==> config.mk <==
export PLATFORM = sky130hd
export DESIGN_NAME = ir_raw_capture_parser_flat
export DESIGN_NICKNAME = d
export VERILOG_FILES = /design/src/hw/rtl/ircp_pkg.sv /design/src/hw/rtl/ircp_in_if.sv /design/src/hw/rtl/ircp_out_if.sv /design/src/hw/rtl/ircp_divider.sv /design/src/hw/rtl/ir_raw_capture_parser.sv /design/src/flat_wrapper.sv
export VERILOG_INCLUDE_DIRS = /design/src /design/src/hw/rtl
export SDC_FILE = /design/constraint.sdc
export NUM_CORES = 1
export LEC_CHECK = 0
export BUFFER_PORTS_ARGS = -buffer_cell sky130_fd_sc_hd__buf_4
export CAP_MARGIN = 5
export CORE_MARGIN = 5
export CORE_UTILIZATION = 35
export CTS_CLUSTER_SIZE = 24
export DETAILED_ROUTE_END_ITERATION = 10
export MAX_ROUTING_LAYER = met4
export PLACE_DENSITY_LB_ADDON = 0.12
export SYNTH_ARGS = -nofsm -noshare
export SYNTH_HDL_FRONTEND = slang
export SYNTH_SLANG_ARGS = --single-unit
==> constraint.sdc <==
create_clock -name clk -period 17.3 [get_ports clk]
set_input_delay 2.595 -clock clk [delete_from_list [all_inputs] [get_ports clk]]
set_output_delay 2.595 -clock clk [all_outputs]
set_load 0.05 [all_outputs]
==> src/hw/rtl/assert_macros.svh <==
// Assertion macros shared by the parser RTL
`ifndef ASSERT_MACROS_SVH
`define ASSERT_MACROS_SVH

// Checked on every clock edge outside reset
`define ASSERT_CLK(label, prop, msg) \
  label: assert property (@(posedge clk) disable iff (!rst_n) prop) else $error(msg);

// Checked on every clock edge, reset included
`define ASSERT_ALWAYS(label, prop, msg) \
  label: assert property (@(posedge clk) prop) else $error(msg);

`endif

==> src/hw/rtl/ircp_pkg.sv <==
// Types and constants of the infrared capture parser
package ircp_pkg;

  localparam int DIV_W = 32;
  localparam int DSR_W = 16;

  typedef enum logic [2:0] {
    KIND_INTERSPACE = 3'd0,
    KIND_PULSE      = 3'd1,
    KIND_SPACE      = 3'd2,
    KIND_END_TERM   = 3'd3,
    KIND_END_LONG   = 3'd4
  } rec_kind_t;

  typedef enum logic [1:0] {
    PH_INTERSPACE = 2'd0,
    PH_PULSE      = 2'd1,
    PH_SPACE      = 2'd2,
    PH_UNUSED     = 2'd3
  } phase_t;

  localparam logic [7:0]  TERM_BYTE      = 8'hff;
  localparam logic [15:0] LONG_SPACE_MAX = 16'h3e80;
  localparam logic [31:0] CARRIER_NUM    = 32'd250000;
  localparam logic [24:0] ISP_SCALE      = 25'd500;
  localparam logic [10:0] SAMPLE_MAX     = 11'd2047;

endpackage

==> src/hw/rtl/ircp_in_if.sv <==
// Input byte channel of the parser
interface ircp_in_if;
  logic       valid;
  logic       ready;
  logic [7:0] in_byte;

  modport source (output valid, output in_byte, input ready);
  modport sink   (input valid, input in_byte, output ready);
endinterface

==> src/hw/rtl/ircp_out_if.sv <==
// Result record channel of the parser
interface ircp_out_if;
  logic        valid;
  logic        ready;
  logic [2:0]  rec_kind;
  logic [15:0] duration;
  logic [14:0] carriers;
  logic [31:0] freq_estimate;
  logic [10:0] pulse_total;

  modport source (output valid, output rec_kind, output duration, output carriers,
                  output freq_estimate, output pulse_total, input ready);
  modport sink   (input valid, input rec_kind, input duration, input carriers,
                  input freq_estimate, input pulse_total, output ready);
endinterface

==> src/hw/rtl/ircp_divider.sv <==
// Radix-2 restoring divider, one quotient bit per cycle
`include "assert_macros.svh"

module ircp_divider
  import ircp_pkg::*;
(
  input  logic             clk,
  input  logic             rst_n,
  input  logic             start,
  input  logic [DIV_W-1:0] dividend,
  input  logic [DSR_W-1:0] divisor,
  output logic             busy,
  output logic             done,
  output logic [DIV_W-1:0] quot
);

  localparam int CW = $clog2(DIV_W);

  logic             busy_r;
  logic             done_r;
  logic [CW-1:0]    cnt_r;
  logic [DSR_W-1:0] rem_r;
  logic [DSR_W-1:0] dsr_r;
  logic [DIV_W-1:0] q_r;

  logic [DSR_W:0]   shifted;
  logic [DSR_W+1:0] diff;
  logic             ge;
  logic [DSR_W-1:0] rem_nxt;
  logic [DIV_W-1:0] q_nxt;

  always_comb begin
    shifted = {rem_r, q_r[DIV_W-1]};
    diff    = {1'b0, shifted} - {2'b00, dsr_r};
    ge      = !diff[DSR_W+1];
    rem_nxt = ge ? diff[DSR_W-1:0] : shifted[DSR_W-1:0];
    q_nxt   = {q_r[DIV_W-2:0], ge};
  end

  always_ff @(posedge clk) begin
    if (!rst_n) begin
      busy_r <= 1'b0;
      done_r <= 1'b0;
      cnt_r  <= '0;
    end else begin
      done_r <= busy_r && (cnt_r == '0);
      if (start) begin
        busy_r <= 1'b1;
        cnt_r  <= CW'(DIV_W - 1);
      end else if (busy_r) begin
        cnt_r <= cnt_r - 1'b1;
        if (cnt_r == '0) begin
          busy_r <= 1'b0;
        end
      end
    end
  end

  always_ff @(posedge clk) begin
    if (start) begin
      rem_r <= '0;
      q_r   <= dividend;
      dsr_r <= divisor;
    end else if (busy_r) begin
      rem_r <= rem_nxt;
      q_r   <= q_nxt;
    end
  end

  assign busy = busy_r;
  assign done = done_r;
  assign quot = q_r;

  `ASSERT_CLK(a_div_no_restart, start |-> !busy_r, "divider started while busy")

endmodule

==> src/hw/rtl/ir_raw_capture_parser.sv <==
// Top level of the byte-serial infrared capture parser
// Usage:
//   in_ch  : one capture byte per request (valid/ready). The first two bytes are the
//            interspace, then pulse and space records alternate.
//   out_ch : one record per completed interspace, pulse, space or capture end.
//            End records carry the averaged carrier estimate and the pulse total.
// Byte handling:
//   A byte that completes nothing, or a pulse without a frequency sample, is
//   taken in the idle state. A pulse with a sample occupies the shared 32-step
//   divider and the multiply/accumulate; no further byte is taken until both
//   are done. An end record with samples waits for the divider result.
// Reset: rst_n (synchronous, active low) returns the parser to the interspace
//   phase with all totals cleared; an end record does the same.
// Stalls: one output register holds a finished record; while it is full and
//   out_ch.ready is low, in_ch.ready stays low.
`include "assert_macros.svh"

module ir_raw_capture_parser
  import ircp_pkg::*;
#(
  parameter int MAX_PULSES = 1024
) (
  input  logic            clk,
  input  logic            rst_n,
  ircp_in_if.sink         in_ch,
  ircp_out_if.source      out_ch
);

  localparam int PCW = $clog2(MAX_PULSES + 1);

  typedef enum logic [2:0] {
    S_IDLE,
    S_QDIV,
    S_ACC,
    S_AVG
  } state_t;

  state_t           state_r, state_nxt;
  phase_t           phase_r, phase_nxt;
  logic [1:0]       pos_r, pos_nxt;
  logic [15:0]      asm_r, asm_nxt;
  logic [6:0]       chold_r, chold_nxt;
  logic [31:0]      fsum_r, fsum_nxt;
  logic [10:0]      scnt_r, scnt_nxt;
  logic [PCW-1:0]   pcnt_r, pcnt_nxt;
  logic [18:0]      mfac_r, mfac_nxt;
  logic [31:0]      prod_r, prod_nxt;

  logic             out_valid_r, out_valid_nxt;
  rec_kind_t        out_kind_r, out_kind_nxt;
  logic [15:0]      out_dur_r, out_dur_nxt;
  logic [14:0]      out_car_r, out_car_nxt;
  logic [31:0]      out_freq_r, out_freq_nxt;
  logic [10:0]      out_tot_r, out_tot_nxt;

  logic             div_start;
  logic [DIV_W-1:0] div_dividend;
  logic [DSR_W-1:0] div_divisor;
  logic             div_busy;
  logic             div_done;
  logic [DIV_W-1:0] div_quot;

  logic             acc;
  logic [7:0]       b;
  logic             end_p;
  logic [14:0]      c_sel;
  logic             fin;
  rec_kind_t        fin_kind;
  logic [15:0]      fin_dur;
  logic [15:0]      word;
  logic [24:0]      isp_full;
  logic [36:0]      mul_full;
  logic [31:0]      pcnt_ext;

  ircp_divider u_div (
    .clk      (clk),
    .rst_n    (rst_n),
    .start    (div_start),
    .dividend (div_dividend),
    .divisor  (div_divisor),
    .busy     (div_busy),
    .done     (div_done),
    .quot     (div_quot)
  );

  assign in_ch.ready = (state_r == S_IDLE) && (!out_valid_r || out_ch.ready);
  assign acc         = in_ch.valid && in_ch.ready;
  assign b           = in_ch.in_byte;
  assign word        = {asm_r[15:8], b};
  assign isp_full    = {9'b0, word} * ISP_SCALE;
  assign mul_full    = {19'b0, div_quot[17:0]} * {18'b0, mfac_r};
  assign pcnt_ext    = 32'(pcnt_r);

  always_comb begin
    state_nxt     = state_r;
    phase_nxt     = phase_r;
    pos_nxt       = pos_r;
    asm_nxt       = asm_r;
    chold_nxt     = chold_r;
    fsum_nxt      = fsum_r;
    scnt_nxt      = scnt_r;
    pcnt_nxt      = pcnt_r;
    mfac_nxt      = mfac_r;
    prod_nxt      = prod_r;
    out_valid_nxt = out_valid_r && !out_ch.ready;
    out_kind_nxt  = out_kind_r;
    out_dur_nxt   = out_dur_r;
    out_car_nxt   = out_car_r;
    out_freq_nxt  = out_freq_r;
    out_tot_nxt   = out_tot_r;
    div_start     = 1'b0;
    div_dividend  = CARRIER_NUM;
    div_divisor   = asm_r;
    end_p         = 1'b0;
    c_sel         = '0;
    fin           = 1'b0;
    fin_kind      = KIND_END_TERM;
    fin_dur       = '0;

    unique case (state_r)
      S_IDLE: begin
        if (acc) begin
          unique case (phase_r)
            PH_PULSE: begin
              unique case (pos_r)
                2'd0: begin
                  asm_nxt = {b, 8'h00};
                  pos_nxt = 2'd1;
                end
                2'd1: begin
                  asm_nxt = word;
                  pos_nxt = 2'd2;
                end
                2'd2: begin
                  if (b[7]) begin
                    chold_nxt = b[6:0];
                    pos_nxt   = 2'd3;
                  end else begin
                    end_p = 1'b1;
                    c_sel = {7'b0, b};
                  end
                end
                default: begin
                  end_p = 1'b1;
                  c_sel = {chold_r, b};
                end
              endcase
            end
            PH_SPACE: begin
              if (pos_r == 2'd0) begin
                if (b == TERM_BYTE) begin
                  fin      = 1'b1;
                  fin_kind = KIND_END_TERM;
                  fin_dur  = '0;
                end else begin
                  asm_nxt = {b, 8'h00};
                  pos_nxt = 2'd1;
                end
              end else begin
                pos_nxt = 2'd0;
                asm_nxt = '0;
                if (word > LONG_SPACE_MAX) begin
                  fin      = 1'b1;
                  fin_kind = KIND_END_LONG;
                  fin_dur  = word;
                end else begin
                  out_valid_nxt = 1'b1;
                  out_kind_nxt  = KIND_SPACE;
                  out_dur_nxt   = word;
                  out_car_nxt   = '0;
                  out_freq_nxt  = '0;
                  out_tot_nxt   = '0;
                  phase_nxt     = PH_PULSE;
                end
              end
            end
            default: begin
              if (pos_r == 2'd0) begin
                phase_nxt = PH_INTERSPACE;
                asm_nxt   = {b, 8'h00};
                pos_nxt   = 2'd1;
              end else begin
                out_valid_nxt = 1'b1;
                out_kind_nxt  = KIND_INTERSPACE;
                out_dur_nxt   = isp_full[24:9];
                out_car_nxt   = '0;
                out_freq_nxt  = '0;
                out_tot_nxt   = '0;
                phase_nxt     = PH_PULSE;
                pos_nxt       = 2'd0;
                asm_nxt       = '0;
              end
            end
          endcase

          if (end_p) begin
            if (c_sel != '0 && asm_r != '0 && scnt_r != SAMPLE_MAX) begin
              scnt_nxt  = scnt_r + 1'b1;
              mfac_nxt  = ({c_sel, 3'b000} + {2'b00, c_sel, 1'b0}) - 19'd5;
              div_start = 1'b1;
              state_nxt = S_QDIV;
            end
            if (pcnt_r != PCW'(MAX_PULSES)) begin
              pcnt_nxt = pcnt_r + 1'b1;
            end
            out_valid_nxt = 1'b1;
            out_kind_nxt  = KIND_PULSE;
            out_dur_nxt   = asm_r;
            out_car_nxt   = c_sel;
            out_freq_nxt  = '0;
            out_tot_nxt   = '0;
            phase_nxt     = PH_SPACE;
            pos_nxt       = 2'd0;
            chold_nxt     = '0;
          end

          if (fin) begin
            out_kind_nxt = fin_kind;
            out_dur_nxt  = fin_dur;
            out_car_nxt  = '0;
            out_freq_nxt = 32'd1;
            out_tot_nxt  = pcnt_ext[10:0];
            if (scnt_r != '0) begin
              div_start    = 1'b1;
              div_dividend = fsum_r;
              div_divisor  = {5'b0, scnt_r};
              state_nxt    = S_AVG;
            end else begin
              out_valid_nxt = 1'b1;
            end
            phase_nxt = PH_INTERSPACE;
            pos_nxt   = '0;
            asm_nxt   = '0;
            chold_nxt = '0;
            fsum_nxt  = '0;
            scnt_nxt  = '0;
            pcnt_nxt  = '0;
          end
        end
      end
      S_QDIV: begin
        if (div_done) begin
          prod_nxt  = mul_full[31:0];
          state_nxt = S_ACC;
        end
      end
      S_ACC: begin
        fsum_nxt  = fsum_r + prod_r;
        state_nxt = S_IDLE;
      end
      S_AVG: begin
        if (div_done) begin
          out_freq_nxt  = div_quot;
          out_valid_nxt = 1'b1;
          state_nxt     = S_IDLE;
        end
      end
      default: begin
        state_nxt = S_IDLE;
      end
    endcase
  end

  always_ff @(posedge clk) begin
    if (!rst_n) begin
      state_r     <= S_IDLE;
      phase_r     <= PH_INTERSPACE;
      pos_r       <= '0;
      asm_r       <= '0;
      chold_r     <= '0;
      fsum_r      <= '0;
      scnt_r      <= '0;
      pcnt_r      <= '0;
      out_valid_r <= 1'b0;
    end else begin
      state_r     <= state_nxt;
      phase_r     <= phase_nxt;
      pos_r       <= pos_nxt;
      asm_r       <= asm_nxt;
      chold_r     <= chold_nxt;
      fsum_r      <= fsum_nxt;
      scnt_r      <= scnt_nxt;
      pcnt_r      <= pcnt_nxt;
      out_valid_r <= out_valid_nxt;
    end
    mfac_r     <= mfac_nxt;
    prod_r     <= prod_nxt;
    out_kind_r <= out_kind_nxt;
    out_dur_r  <= out_dur_nxt;
    out_car_r  <= out_car_nxt;
    out_freq_r <= out_freq_nxt;
    out_tot_r  <= out_tot_nxt;
  end

  assign out_ch.valid         = out_valid_r;
  assign out_ch.rec_kind      = out_kind_r;
  assign out_ch.duration      = out_dur_r;
  assign out_ch.carriers      = out_car_r;
  assign out_ch.freq_estimate = out_freq_r;
  assign out_ch.pulse_total   = out_tot_r;

  `ASSERT_CLK(a_div_busy_not_idle, div_busy |-> state_r != S_IDLE, "divider busy while idle")
  `ASSERT_CLK(a_div_done_waited, div_done |-> (state_r == S_QDIV || state_r == S_AVG), "stray divider done")
  `ASSERT_CLK(a_avg_loads_out, (state_r == S_AVG && div_done) |=> out_valid_r, "end record not loaded")
  `ASSERT_CLK(a_pulse_sat, pcnt_r <= PCW'(MAX_PULSES), "pulse count beyond limit")

endmodule

==> src/flat_wrapper.sv <==
// flat-port wrapper written by rule: the top's interface ports become plain ports
module ir_raw_capture_parser_flat import ircp_pkg::*;
#(
  parameter int MAX_PULSES = 1024
)
  (clk, rst_n, in_ch_valid, in_ch_in_byte, in_ch_ready, out_ch_valid, out_ch_rec_kind, out_ch_duration, out_ch_carriers, out_ch_freq_estimate, out_ch_pulse_total, out_ch_ready);
  ircp_in_if in_ch_i ();
  ircp_out_if out_ch_i ();
  input  logic clk;
  input  logic rst_n;
  input wire logic [$bits(in_ch_i.valid)-1:0] in_ch_valid;
  input wire logic [$bits(in_ch_i.in_byte)-1:0] in_ch_in_byte;
  output wire logic [$bits(in_ch_i.ready)-1:0] in_ch_ready;
  output wire logic [$bits(out_ch_i.valid)-1:0] out_ch_valid;
  output wire logic [$bits(out_ch_i.rec_kind)-1:0] out_ch_rec_kind;
  output wire logic [$bits(out_ch_i.duration)-1:0] out_ch_duration;
  output wire logic [$bits(out_ch_i.carriers)-1:0] out_ch_carriers;
  output wire logic [$bits(out_ch_i.freq_estimate)-1:0] out_ch_freq_estimate;
  output wire logic [$bits(out_ch_i.pulse_total)-1:0] out_ch_pulse_total;
  input wire logic [$bits(out_ch_i.ready)-1:0] out_ch_ready;
  assign in_ch_i.valid = in_ch_valid;
  assign in_ch_i.in_byte = in_ch_in_byte;
  assign in_ch_ready = in_ch_i.ready;
  assign out_ch_valid = out_ch_i.valid;
  assign out_ch_rec_kind = out_ch_i.rec_kind;
  assign out_ch_duration = out_ch_i.duration;
  assign out_ch_carriers = out_ch_i.carriers;
  assign out_ch_freq_estimate = out_ch_i.freq_estimate;
  assign out_ch_pulse_total = out_ch_i.pulse_total;
  assign out_ch_i.ready = out_ch_ready;
  ir_raw_capture_parser #(.MAX_PULSES(MAX_PULSES)) u_core (.clk(clk), .rst_n(rst_n), .in_ch(in_ch_i), .out_ch(out_ch_i));
endmodule
==> reports/results.txt, run 1 <==
fmax: 141 MHz
RSZ-0062 raised after global routing: no
number of synthesized flops with an enable pin: 175
# clock sinks: 283
Core Rows: 102
Post-synth ARST share: 0%
Vias: 19900
final hold vios: 0
H-tree depth: 2
Worst R2R Setup Slack: 10.22 ns
antenna-violating nets left: 0
Fin Setup TNS: 0 ns
most common cell after layout, fill and taps aside: inv_1
placer congestion estimate: 0.830
RR Startpoint: u_core.u_div.quot[3]
WHS Path Cells: 2
Setup crit start: u_core.u_div.quot[3]
Power per Cell Area: 60.9 mW/mm²
final non-filler cell area: 0.0304 mm²
layout cells sized above 1: 7.67%
Remaining Overflow, GRT: 0
most used cell, CP: fa_1
CP arrival: 7.38 ns
CTS tree: yes
Setup CP Type: reg2reg
CTS Root Buffer Type: clkbuf_16
area grow syn2layout: 11.2%
Slew headroom: 24.5%
Switching Power: 524 µW
kind of cell adding the most delay to the critical path: adder cells
slowest cell on the critical path: edfxtp_1
die height: 289 µm
sequential area share after synthesis: 27.1%
critical path cell sequence: nand2_1 -> fa_1 -> fa_1 -> fa_1 -> inv_1 -> fa_1 -> fa_1 -> inv_1 -> fa_1 -> inv_1 -> ha_1 -> a21oi_1 -> o21ai_0 -> a221oi_1 -> o21ai_1 -> o31ai_1 -> o2111ai_1 -> a21oi_1 -> xnor2_1
Placed Area: 0.0291 mm²
Die Width: 289 µm
final critical-path share of the clock period: 40.9%
outcome: finished, final reports clean
highest cell delay on the worst timing path: 1.07 ns
post-DP HPWL: 55300 µm
initial antenna violation count: 2
post-cts repair resize count: 0
Port Buffers: 90
Top FF cell, synth: edfxtp_1
first-pass GRT wire length: 118000 µm
Total GRT Usage: 18.2%
maximum clock path buffer count: 3
sw frac: 28.3%
CP endpoint kind: flop
total die area: 0.0838 mm²
combinational share of power: 17.1%
CTS buffer count: 39
worst hold path class: reg2reg
reg2reg path depth: 19
Ys Warns: 0
sum of buffers and inverters on the critical path: 3
initial core utilization: 35.3%
Worst-Margin Slew: 1.13 ns
post-DR wirelength/cell: 18.1 µm
Syn Nets: 3479
Syn Area/Cell: 9.39 µm²
Hold EP: u_core.chold_r[6]
Final #Nets: 3523
Max Cap Violations: 0
Reg-to-Reg End: u_core.prod_r[30]
Internal: 1330 µW
synthesized area: 0.0273 mm²
# hold bufs at CTS: 0
Worst Skew: 0.0220 ns
largest net degree at the start of global routing: 83
final wirelength: 72700 µm
P_leak: 0.0138 µW
clock network power share: 43.1%
CORE AREA: 0.0775 mm²
Startpoint Class: flop
sequential fraction of design power: 39.8%
I/O pins: 91
drt pass-1 iters: 5
postcts setup bufs: 0
flops & latches, synth: 283
Gate Count Post-Synth: 2912
Layout fillers: 7759
clk slew on worst S/H paths: 0.06 ns
Slew Limit Fails: 0
Final setup viols: 0
Starting DRT DRC Count: 908
CP max FO: 21
commonest cells after routing, fill and taps aside: inv_1 (493), nand2_1 (360), fa_1 (319), ha_1 (236), and2_1 (179)
final worst path period need: 7.08 ns
vias in the first global route: 21200
Vias/cell: 4.94
min-delay src: u_core.chold_r[6]
WP data required: 17.60 ns
Peak supply drop: 0.0559 mV
Post-route DRC: 0
CP Depth: 19
Cell variety after synth: 90
Worst-Skew Late Latency: 0.57 ns
[stage by stage]
| stage | util (%) | power, µW | hold slack, ns | cells | setup WS [ns] |
|---|---|---|---|---|---|
| after floorplan | - | 979 | 0.440 | 2912 | 10.23 |
| after global placement | 37.6 | 1070 | 0.465 | 3955 | 9.89 |
| after detailed placement | 37.6 | 1060 | 0.470 | 3955 | 9.82 |
| after CTS | 39.2 | 1890 | 0.480 | 4027 | 10.10 |
| after global routing | 39.2 | 1950 | 0.513 | 4027 | 9.69 |
| final | 39.2 | 1850 | 0.481 | 4028 | 10.22 |
[how the worst max path moves through the flow]
stage	to
after floorplan	u_core.out_ch.freq_estimate[0]
after global placement	u_core.out_ch.duration[14]
after detailed placement	u_core.out_ch.duration[14]
after CTS	u_core.prod_r[30]
after global routing	u_core.prod_r[29]
final	u_core.prod_r[30]
[power groups by stage]
stage / Sequential, µW / Combinational [µW] / Clock, µW
after floorplan: 764 / 215 / 0
after global placement: 750 / 316 / 0
after detailed placement: 750 / 314 / 0
after CTS: 736 / 321 / 829
after global routing: 737 / 362 / 855
final: 736 / 317 / 798
[sequential cells by signal, summed over array words and instances (netlist names)]
signal and flops:
u_core.u_div.rem_r 16, u_core.out_ch.carriers 15, u_core.u_div.busy 1, u_core.mfac_r 18
u_core.pos_r 2, u_core.out_ch.pulse_total 11, u_core.out_ch.rec_kind 3, u_core.out_ch.duration 16
u_core.prod_r 32, u_core.chold_r 7, u_core.u_div.cnt_r 5, u_core.phase_r 2
u_core.u_div.done 1, u_core.state_r 3, u_core.out_ch.freq_estimate 32, u_core.pcnt_r 11
u_core.fsum_r 32, u_core.u_div.quot 32, u_core.u_div.dsr_r 16, u_core.out_ch.valid 1
u_core.scnt_r 11, u_core.asm_r 16
[cells by family (layout without fill, tap and decap cells)]
family | count (synthesis) | in the layout | share of synthesized area [%]
buffers and inverters | 614 | 689 | 8.59
AO/OA/AOI/OAI | 425 | 425 | 9.66
multiplexers | 27 | 27 | 1.04
XOR/XNOR | 101 | 101 | 3.24
other | 1 | 2 | 0.0137
adder cells (fa/ha/maj) | 555 | 555 | 34.2
flip-flops | 283 | 283 | 27.1
AND/OR/NAND/NOR | 906 | 906 | 16.2
[Yosys cell counts, types with 4 or more instances]
master	count	share of area, %
inv_1	494	6.8
nand2_1	360	4.9
fa_1	319	23
ha_1	236	11
and2_1	179	4.1
edfxtp_1	175	19
a21oi_1	129	2.4
nor2_1	121	1.7
o21ai_0	112	2.1
dfxtp_1	108	7.9
clkbuf_1	99	1.4
nand3_1	70	1.3
xnor2_1	62	2.0
xor2_1	39	1.2
nor3_1	36	0.66
a21o_1	28	0.77
and3_1	26	0.60
nand4_1	25	0.57
a31oi_1	21	0.48
o21a_1	21	0.58
mux2i_1	16	0.59
or3_1	15	0.34
nand2b_1	14	0.32
o21ai_1	14	0.26
a211oi_1	13	0.36
o21bai_1	13	0.36
nor2b_1	12	0.27
mux2_2	11	0.45
a22oi_1	10	0.27
buf_1	9	0.12
nor4_1	9	0.21
buf_2	7	0.13
a211o_1	6	0.19
or2_2	6	0.14
o211ai_1	5	0.14
or4_1	5	0.14
a21oi_2	4	0.13
o31a_1	4	0.13
o31ai_1	4	0.11
[worst register-to-register path, delay by kind of cell, from the launching register on]
family / cells / cell delay (ns)
compound gates: 7 / 1.86
xor+xnor: 1 / 0.09
fa+ha+maj: 7 / 3.44
buf+inv: 3 / 0.17
flops: 1 / 1.07
simple gates: 1 / 0.20
[cell type report]
cell class,instances,area (µm²),area share (%)
multi-input cells,2015,17600,58.0
repair buffers,122,916,3.01
flip-flops and latches,283,7420,24.4
inverters,495,1860,6.11
clock inverters,24,220,0.725
well taps,1040,1300,4.28
clock buffers,48,1060,3.49
diodes,1,2.50,0.00824
[metal layers]
layer  vias to the layer above  share of wire [%]  global-route usage (%)
met3                       114                3.6                    2.27
met5                         -                  0                       -
met1                      9887                 45                    23.2
li1                       9547                  -                       -
met4                         0                2.6                    4.82
met2                       342                 49                    30.7
(Power assumes the default switching activity.)
==> inputs of run 2 (changes only) <==
- clock period: 17.3 -> 7 ns (I/O delays scaled with it)
==> run 2 against run 1 <==
Design area is 1.3% higher. Setup slack worse by 10 ns. Clock power is 140% higher. Routed wire length is 6.6% higher. Clock-buffer cell count is 5 higher. Via count is 1.9% higher. Critical endpoint is now u_core.prod_r[31].
==> reports/results.txt, run 2 (synthesized netlist as in run 1, its figures left out) <==
initial antenna violation count: 0 (-2)
CTS tree: yes
CORE AREA: 0.0775 mm² (unchanged)
Worst-Margin Slew: 0.966 ns (-0.167 ns)
WHS Path Cells: 2 (unchanged)
P_leak: 0.0140 µW (+1.4%)
Internal: 3250 µW (+140%)
CP max FO: 13 (-38%)
Slew Limit Fails: 0 (unchanged)
Port Buffers: 90 (unchanged)
highest cell delay on the worst timing path: 0.65 ns (-0.42 ns)
largest net degree at the start of global routing: 61 (-27%)
Layout fillers: 7670 (-1.1%)
area grow syn2layout: 12.6%
worst hold path class: reg2reg
reg2reg path depth: 22 (+3)
kind of cell adding the most delay to the critical path: adder cells
WP data required: 7.30 ns (-10.30 ns)
Worst R2R Setup Slack: 0.24 ns (-9.98 ns)
first-pass GRT wire length: 122000 µm (+3.5%)
sequential fraction of design power: 40.2% (+0.4 points)
initial core utilization: 35.3% (unchanged)
Vias: 20300 (+1.9%)
commonest cells after routing, fill and taps aside: inv_1 (493), nand2_1 (360), fa_1 (319), ha_1 (236), and2_1 (179)
post-DR wirelength/cell: 19.0 µm (+5.5%)
I/O pins: 91 (unchanged)
Fin Setup TNS: 0 ns (unchanged)
Starting DRT DRC Count: 1135 (+25%)
H-tree depth: 2 (unchanged)
CTS Root Buffer Type: clkbuf_16
Hold EP: u_core.chold_r[5]
multi-input logic area: 0.0176 mm² (about the same)
CP endpoint kind: flop
Max Cap Violations: 0 (unchanged)
RR Startpoint: u_core.u_div.quot[6]
layout cells sized above 1: 9.14% (+1.5 points)
fin cells: 4072 (+1.1%)
Setup CP Type: reg2reg
fmax: 148 MHz (+4.7%)
total power: 4520 µW (+140%)
Die Width: 289 µm (unchanged)
final hold vios: 0 (unchanged)
combinational share of power: 16.8% (-0.3 points)
maximum clock path buffer count: 3 (unchanged)
Setup crit start: u_core.u_div.quot[6]
Core Rows: 102 (unchanged)
# hold bufs at CTS: 0 (unchanged)
slowest cell on the critical path: edfxtp_1
Vias/cell: 4.98 (+0.77%)
sw frac: 28.1% (-0.20 points)
sum of buffers and inverters on the critical path: 5 (+2)
Ant. Diodes: 0 (-1)
final critical-path share of the clock period: 96.6% (+56 points)
Power per Cell Area: 147 mW/mm² (+140%)
CP arrival: 7.06 ns (-0.32 ns)
Switching Power: 1270 µW (+140%)
min-delay src: u_core.chold_r[5]
drt pass-1 iters: 5 (unchanged)
Place WS: 0.152 ns (-9.67 ns)
Peak supply drop: 0.203 mV (+260%)
clk slew on worst S/H paths: 0.06 ns (about the same)
setup ws final: 0.239 ns (-9.98 ns)
Final #Nets: 3568 (+1.3%)
total die area: 0.0838 mm² (unchanged)
clock network power share: 43.0% (about the same)
Placed Instances: 3982 (+0.68%)
placer congestion estimate: 0.903 (+8.7%)
post-DP HPWL: 60000 µm (+8.5%)
die height: 289 µm (unchanged)
RSZ-0062 raised after global routing: no
critical path cell sequence: and2_1 -> fa_1 -> inv_1 -> fa_1 -> fa_1 -> fa_1 -> inv_1 -> fa_1 -> inv_1 -> fa_1 -> inv_1 -> ha_1 -> nand2_1 -> nor2_1 -> a2111oi_0 -> buf_4 -> o21ai_0 -> nand3_1 -> a31oi_2 -> a211o_1 -> a21oi_1 -> xor2_1
outcome: finished, final reports clean
CTS buffer count: 39 (unchanged)
Slew headroom: 35.2% (+11 points)
Total GRT Usage: 19.2% (+0.98 points)
most common cell after layout, fill and taps aside: inv_1
Final setup viols: 0 (unchanged)
Worst-Skew Late Latency: 0.58 ns (about the same)
Remaining Overflow, GRT: 0 (unchanged)
Post-route DRC: 0 (unchanged)
Worst Skew: 0.0296 ns (+0.00761 ns)
Startpoint Class: flop
vias in the first global route: 21500 (+1.4%)
final wirelength: 77600 µm (+6.6%)
most used cell, CP: fa_1
# clock sinks: 283 (unchanged)
Reg area: 0.00742 mm² (unchanged)
antenna-violating nets left: 0 (unchanged)
Reg-to-Reg End: u_core.prod_r[31]
final worst path period need: 6.76 ns (-0.317 ns)
## run 2: worst register-to-register path: cells and delay by family, from the launching register on
| kind | cells | cell delay [ns] |
|---|---|---|
| xor gates and xnor gates | 1 | 0.10 |
| AOI/OAI and AO/OA | 5 | 1.27 |
| and+or+nand+nor | 4 | 0.65 |
| DFF | 1 | 0.65 |
| adders and majority gates | 7 | 3.36 |
| buffers and inverters | 5 | 0.43 |
## run 2: cell type report
| type | instances | share of cell area (%) |
|---|---|---|
| well taps | 1040 | 4.23 |
| clock buffers | 53 | 3.51 |
| repair buffers | 167 | 4.28 |
| multi-input cells | 2015 | 57.3 |
| inverters | 495 | 6.04 |
| clock inverters | 19 | 0.581 |
| flip-flops and latches | 283 | 24.1 |
## run 2: per-stage QoR
| step | utilization [%] | hold slack [ns] | cell area (µm²) |
|---|---|---|---|
| CTS | 39.5 | 0.476 | 30600 |
| floorplan | - | 0.440 | 27300 |
| finish | 39.7 | 0.474 | 30800 |
| detailed placement | 37.8 | 0.468 | 29300 |
| global placement | 37.8 | 0.467 | 29300 |
| global route | 39.7 | 0.494 | 30800 |
## run 2: routing by layer
layer / up-vias / share of wire [%] / GRT usage (%)
li1: 9637 / - / -
met2: 422 / 50 / 32.8
met3: 124 / 3.9 / 2.20
met5: - / 0 / -
met1: 10100 / 43 / 23.8
met4: 0 / 3.5 / 6.08
## run 2: how the worst max path moves through the flow
stage / to / slack [ns] / depth (start not counted)
2_1_floorplan: u_core.prod_r[30] / 0.97 / 22
3_3_place_gp: u_core.prod_r[31] / 0.17 / 21
3_5_place_dp: u_core.prod_r[31] / 0.15 / 21
4_1_cts: u_core.prod_r[31] / 0.08 / 21
5_1_grt: u_core.prod_r[30] / 0.01 / 21
6_report: u_core.prod_r[31] / 0.24 / 22
## run 2: power by group through the flow
stage                     clock, µW  sequential, µW  combinational (µW)
final                          1950            1820                 759
after global routing           2090            1820                 856
after CTS                      2020            1820                 770
after detailed placement          0            1850                 752
after global placement            0            1850                 753
after floorplan                   0            1890                 531
## run 2: what timing repair did
item | in CTS | in global routing
endpoints found under the setup margin | 0 | 4
buffers inserted | 0 | 18
gates resized for setup | 0 | 3
==> inputs of run 3 (changes only) <==
- CAP_MARGIN: 5 -> default
- CELL_PAD_IN_SITES_DETAIL_PLACEMENT: default -> 1
- CELL_PAD_IN_SITES_GLOBAL_PLACEMENT: default -> 1
==> run 3 against run 2 <==
Non-clock buffer count grew 5. Critical endpoint unchanged. Total power grew 5.2%. Cell count grew 0.12%. Design area grew 0.22%. Clock skew shrank 0.0056 ns. Maximum frequency grew 0.45%. Routed wire length grew 6.4%. Utilization grew 0.089 points. Critical path depth is the same. Global-route usage grew 1.3 points. Sequential cell count is the same. Setup slack gained 0.030 ns.
==> reports/results.txt, run 3 (synthesized netlist as in run 1, its figures left out) <==
Vias: 20500 (+0.92%)
# hold bufs at CTS: 0 (unchanged)
Power per Cell Area: 154 mW/mm² (+4.9%)
Final #Nets: 3572 (+0.11%)
Hold EP: u_core.chold_r[5]
initial core utilization: 35.3% (unchanged)
antenna-violating nets left: 0 (unchanged)
total die area: 0.0838 mm² (unchanged)
outcome: finished, final reports clean
CTS Root Buffer Type: clkbuf_16
CTS buffer count: 38 (-2.6%)
Starting DRT DRC Count: 854 (-25%)
H-tree depth: 2 (unchanged)
Reg-to-Reg End: u_core.prod_r[31]
post-DP HPWL: 64700 µm (+7.7%)
# clock sinks: 283 (unchanged)
initial antenna violation count: 0 (unchanged)
CP endpoint kind: flop
area grow syn2layout: 12.8%
Peak supply drop: 0.169 mV (-17%)
RSZ-0062 raised after global routing: no
post-DR wirelength/cell: 20.2 µm (+6.3%)
vias in the first global route: 22700 (+5.7%)
Core Rows: 102 (unchanged)
largest net degree at the start of global routing: 65 (+6.6%)
Setup CP Type: reg2reg
placer congestion estimate: 0.854 (-5.4%)
highest cell delay on the worst timing path: 0.59 ns (-0.06 ns)
CP max FO: 10 (-3)
most used cell, CP: fa_1
Placed Area: 0.0294 mm² (+0.20%)
slowest cell on the critical path: a2111oi_0
drt pass-1 iters: 5 (unchanged)
RR Startpoint: u_core.mfac_r[6]
Slew Limit Fails: 0 (unchanged)
Die Width: 289 µm (unchanged)
Max Cap Violations: 0 (unchanged)
CORE AREA: 0.0775 mm² (unchanged)
kind of cell adding the most delay to the critical path: adder cells
Post-route DRC: 0 (unchanged)
CP arrival: 7.03 ns (-0.03 ns)
Remaining Overflow, GRT: 0 (unchanged)
Port Buffers: 90 (unchanged)
final worst path period need: 6.73 ns (-0.0303 ns)
Worst-Skew Late Latency: 0.57 ns (about the same)
Worst-Margin Slew: 1.10 ns (+0.134 ns)
commonest cells after routing, fill and taps aside: inv_1 (493), nand2_1 (360), fa_1 (319), ha_1 (236), and2_1 (179)
reg2reg path depth: 22 (unchanged)
multi-input logic area: 0.0176 mm² (about the same)
maximum clock path buffer count: 3 (unchanged)
clk slew on worst S/H paths: 0.06 ns (about the same)
min-delay src: u_core.chold_r[5]
Reg area: 0.00742 mm² (unchanged)
Worst Skew: 0.0240 ns (-0.00564 ns)
layout cells sized above 1: 9.19% (+0.057 points)
post-cts repair resize count: 0 (unchanged)
Worst R2R Setup Slack: 0.27 ns (+0.03 ns)
critical path cell sequence: and2_1 -> fa_1 -> inv_1 -> fa_1 -> fa_1 -> fa_1 -> inv_1 -> fa_1 -> inv_1 -> fa_1 -> inv_1 -> ha_1 -> nand2_1 -> nor2_1 -> a2111oi_0 -> buf_4 -> o21ai_0 -> nand3_1 -> a31oi_1 -> a211o_1 -> a21oi_1 -> xor2_1
final hold vios: 0 (unchanged)
Vias/cell: 5.02 (+0.80%)
worst hold path class: reg2reg
fmax: 149 MHz (+0.45%)
most common cell after layout, fill and taps aside: inv_1
first-pass GRT wire length: 130000 µm (+6.4%)
Layout fillers: 8848 (+15%)
Fin Setup TNS: 0 ns (unchanged)
I/O pins: 91 (unchanged)
final non-filler cell area: 0.0308 mm² (+0.22%)
Final setup viols: 0 (unchanged)
final wirelength: 82600 µm (+6.4%)
WHS Path Cells: 2 (unchanged)
WP data required: 7.29 ns (about the same)
die height: 289 µm (unchanged)
Startpoint Class: flop
final critical-path share of the clock period: 96.2% (-0.43 points)
sum of buffers and inverters on the critical path: 5 (unchanged)
CTS tree: yes
Total GRT Usage: 20.5% (+1.3 points)
P_leak: 0.0140 µW (+0.45%)
Slew headroom: 26.2% (-9.0 points)
run 3: how the worst max path moves through the flow:
stage | slack [ns] | depth (start not counted) | from | endpoint
5_1_grt | 0.0008 | 22 | u_core.mfac_r[3] | u_core.prod_r[31]
2_1_floorplan | 0.97 | 22 | u_core.mfac_r[14] | u_core.prod_r[30]
3_5_place_dp | 0.09 | 21 | u_core.u_div.quot[3] | u_core.prod_r[31]
4_1_cts | 0.04 | 21 | u_core.u_div.quot[3] | u_core.prod_r[31]
3_3_place_gp | 0.24 | 21 | u_core.u_div.quot[3] | u_core.prod_r[31]
6_report | 0.27 | 22 | u_core.mfac_r[6] | u_core.prod_r[31]
run 3: where the power goes:
part	switching (µW)	leakage, µW	internal, µW
Combinational	483	0.0110	320
Clock	821	0.000655	1310
Sequential	15.2	0.00241	1800
Total	1320	0.0140	3440
run 3: area by class of cell:
| type | instances | area share [%] |
|---|---|---|
| antenna | 2 | 0.0162 |
| tap | 1040 | 4.22 |
| inverter | 495 | 6.02 |
| multi-input combinational | 2015 | 57.1 |
| sequential | 283 | 24.1 |
| clock inverter | 20 | 0.905 |
| timing repair buffer | 172 | 4.19 |
| clock buffer | 50 | 3.50 |
run 3: what timing repair did:
| item | CTS | global route |
|---|---|---|
| endpoints found under the hold margin | 0 | 0 |
| setup endpoints to repair | 0 | 4 |
| setup buffers | 0 | 15 |
run 3: worst min-delay path, delay by kind of cell, from the launching register on:
family,cells,cell delay [ns]
flip-flops,1,0.32
AND/OR/NAND/NOR,1,0.06
AO/OA/AOI/OAI,1,0.05
run 3: metal layers:
layer	GRT usage, %	share of wire, %
met5	-	0
met4	5.10	2.6
met3	2.51	2.9
met2	36.1	51
met1	25.1	43
run 3: per-stage QoR:
step	cells	util [%]	hold slack [ns]	setup slack (ns)	total power (µW)
3_5_place_dp	3990	37.9	0.482	0.0907	2670
3_3_place_gp	3990	37.9	0.465	0.244	2650
6_report	4077	39.8	0.482	0.269	4760
5_1_grt	4075	39.8	0.513	0.000840	4980
4_1_cts	4060	39.7	0.490	0.0447	4840
2_1_floorplan	2912	-	0.440	0.968	2420
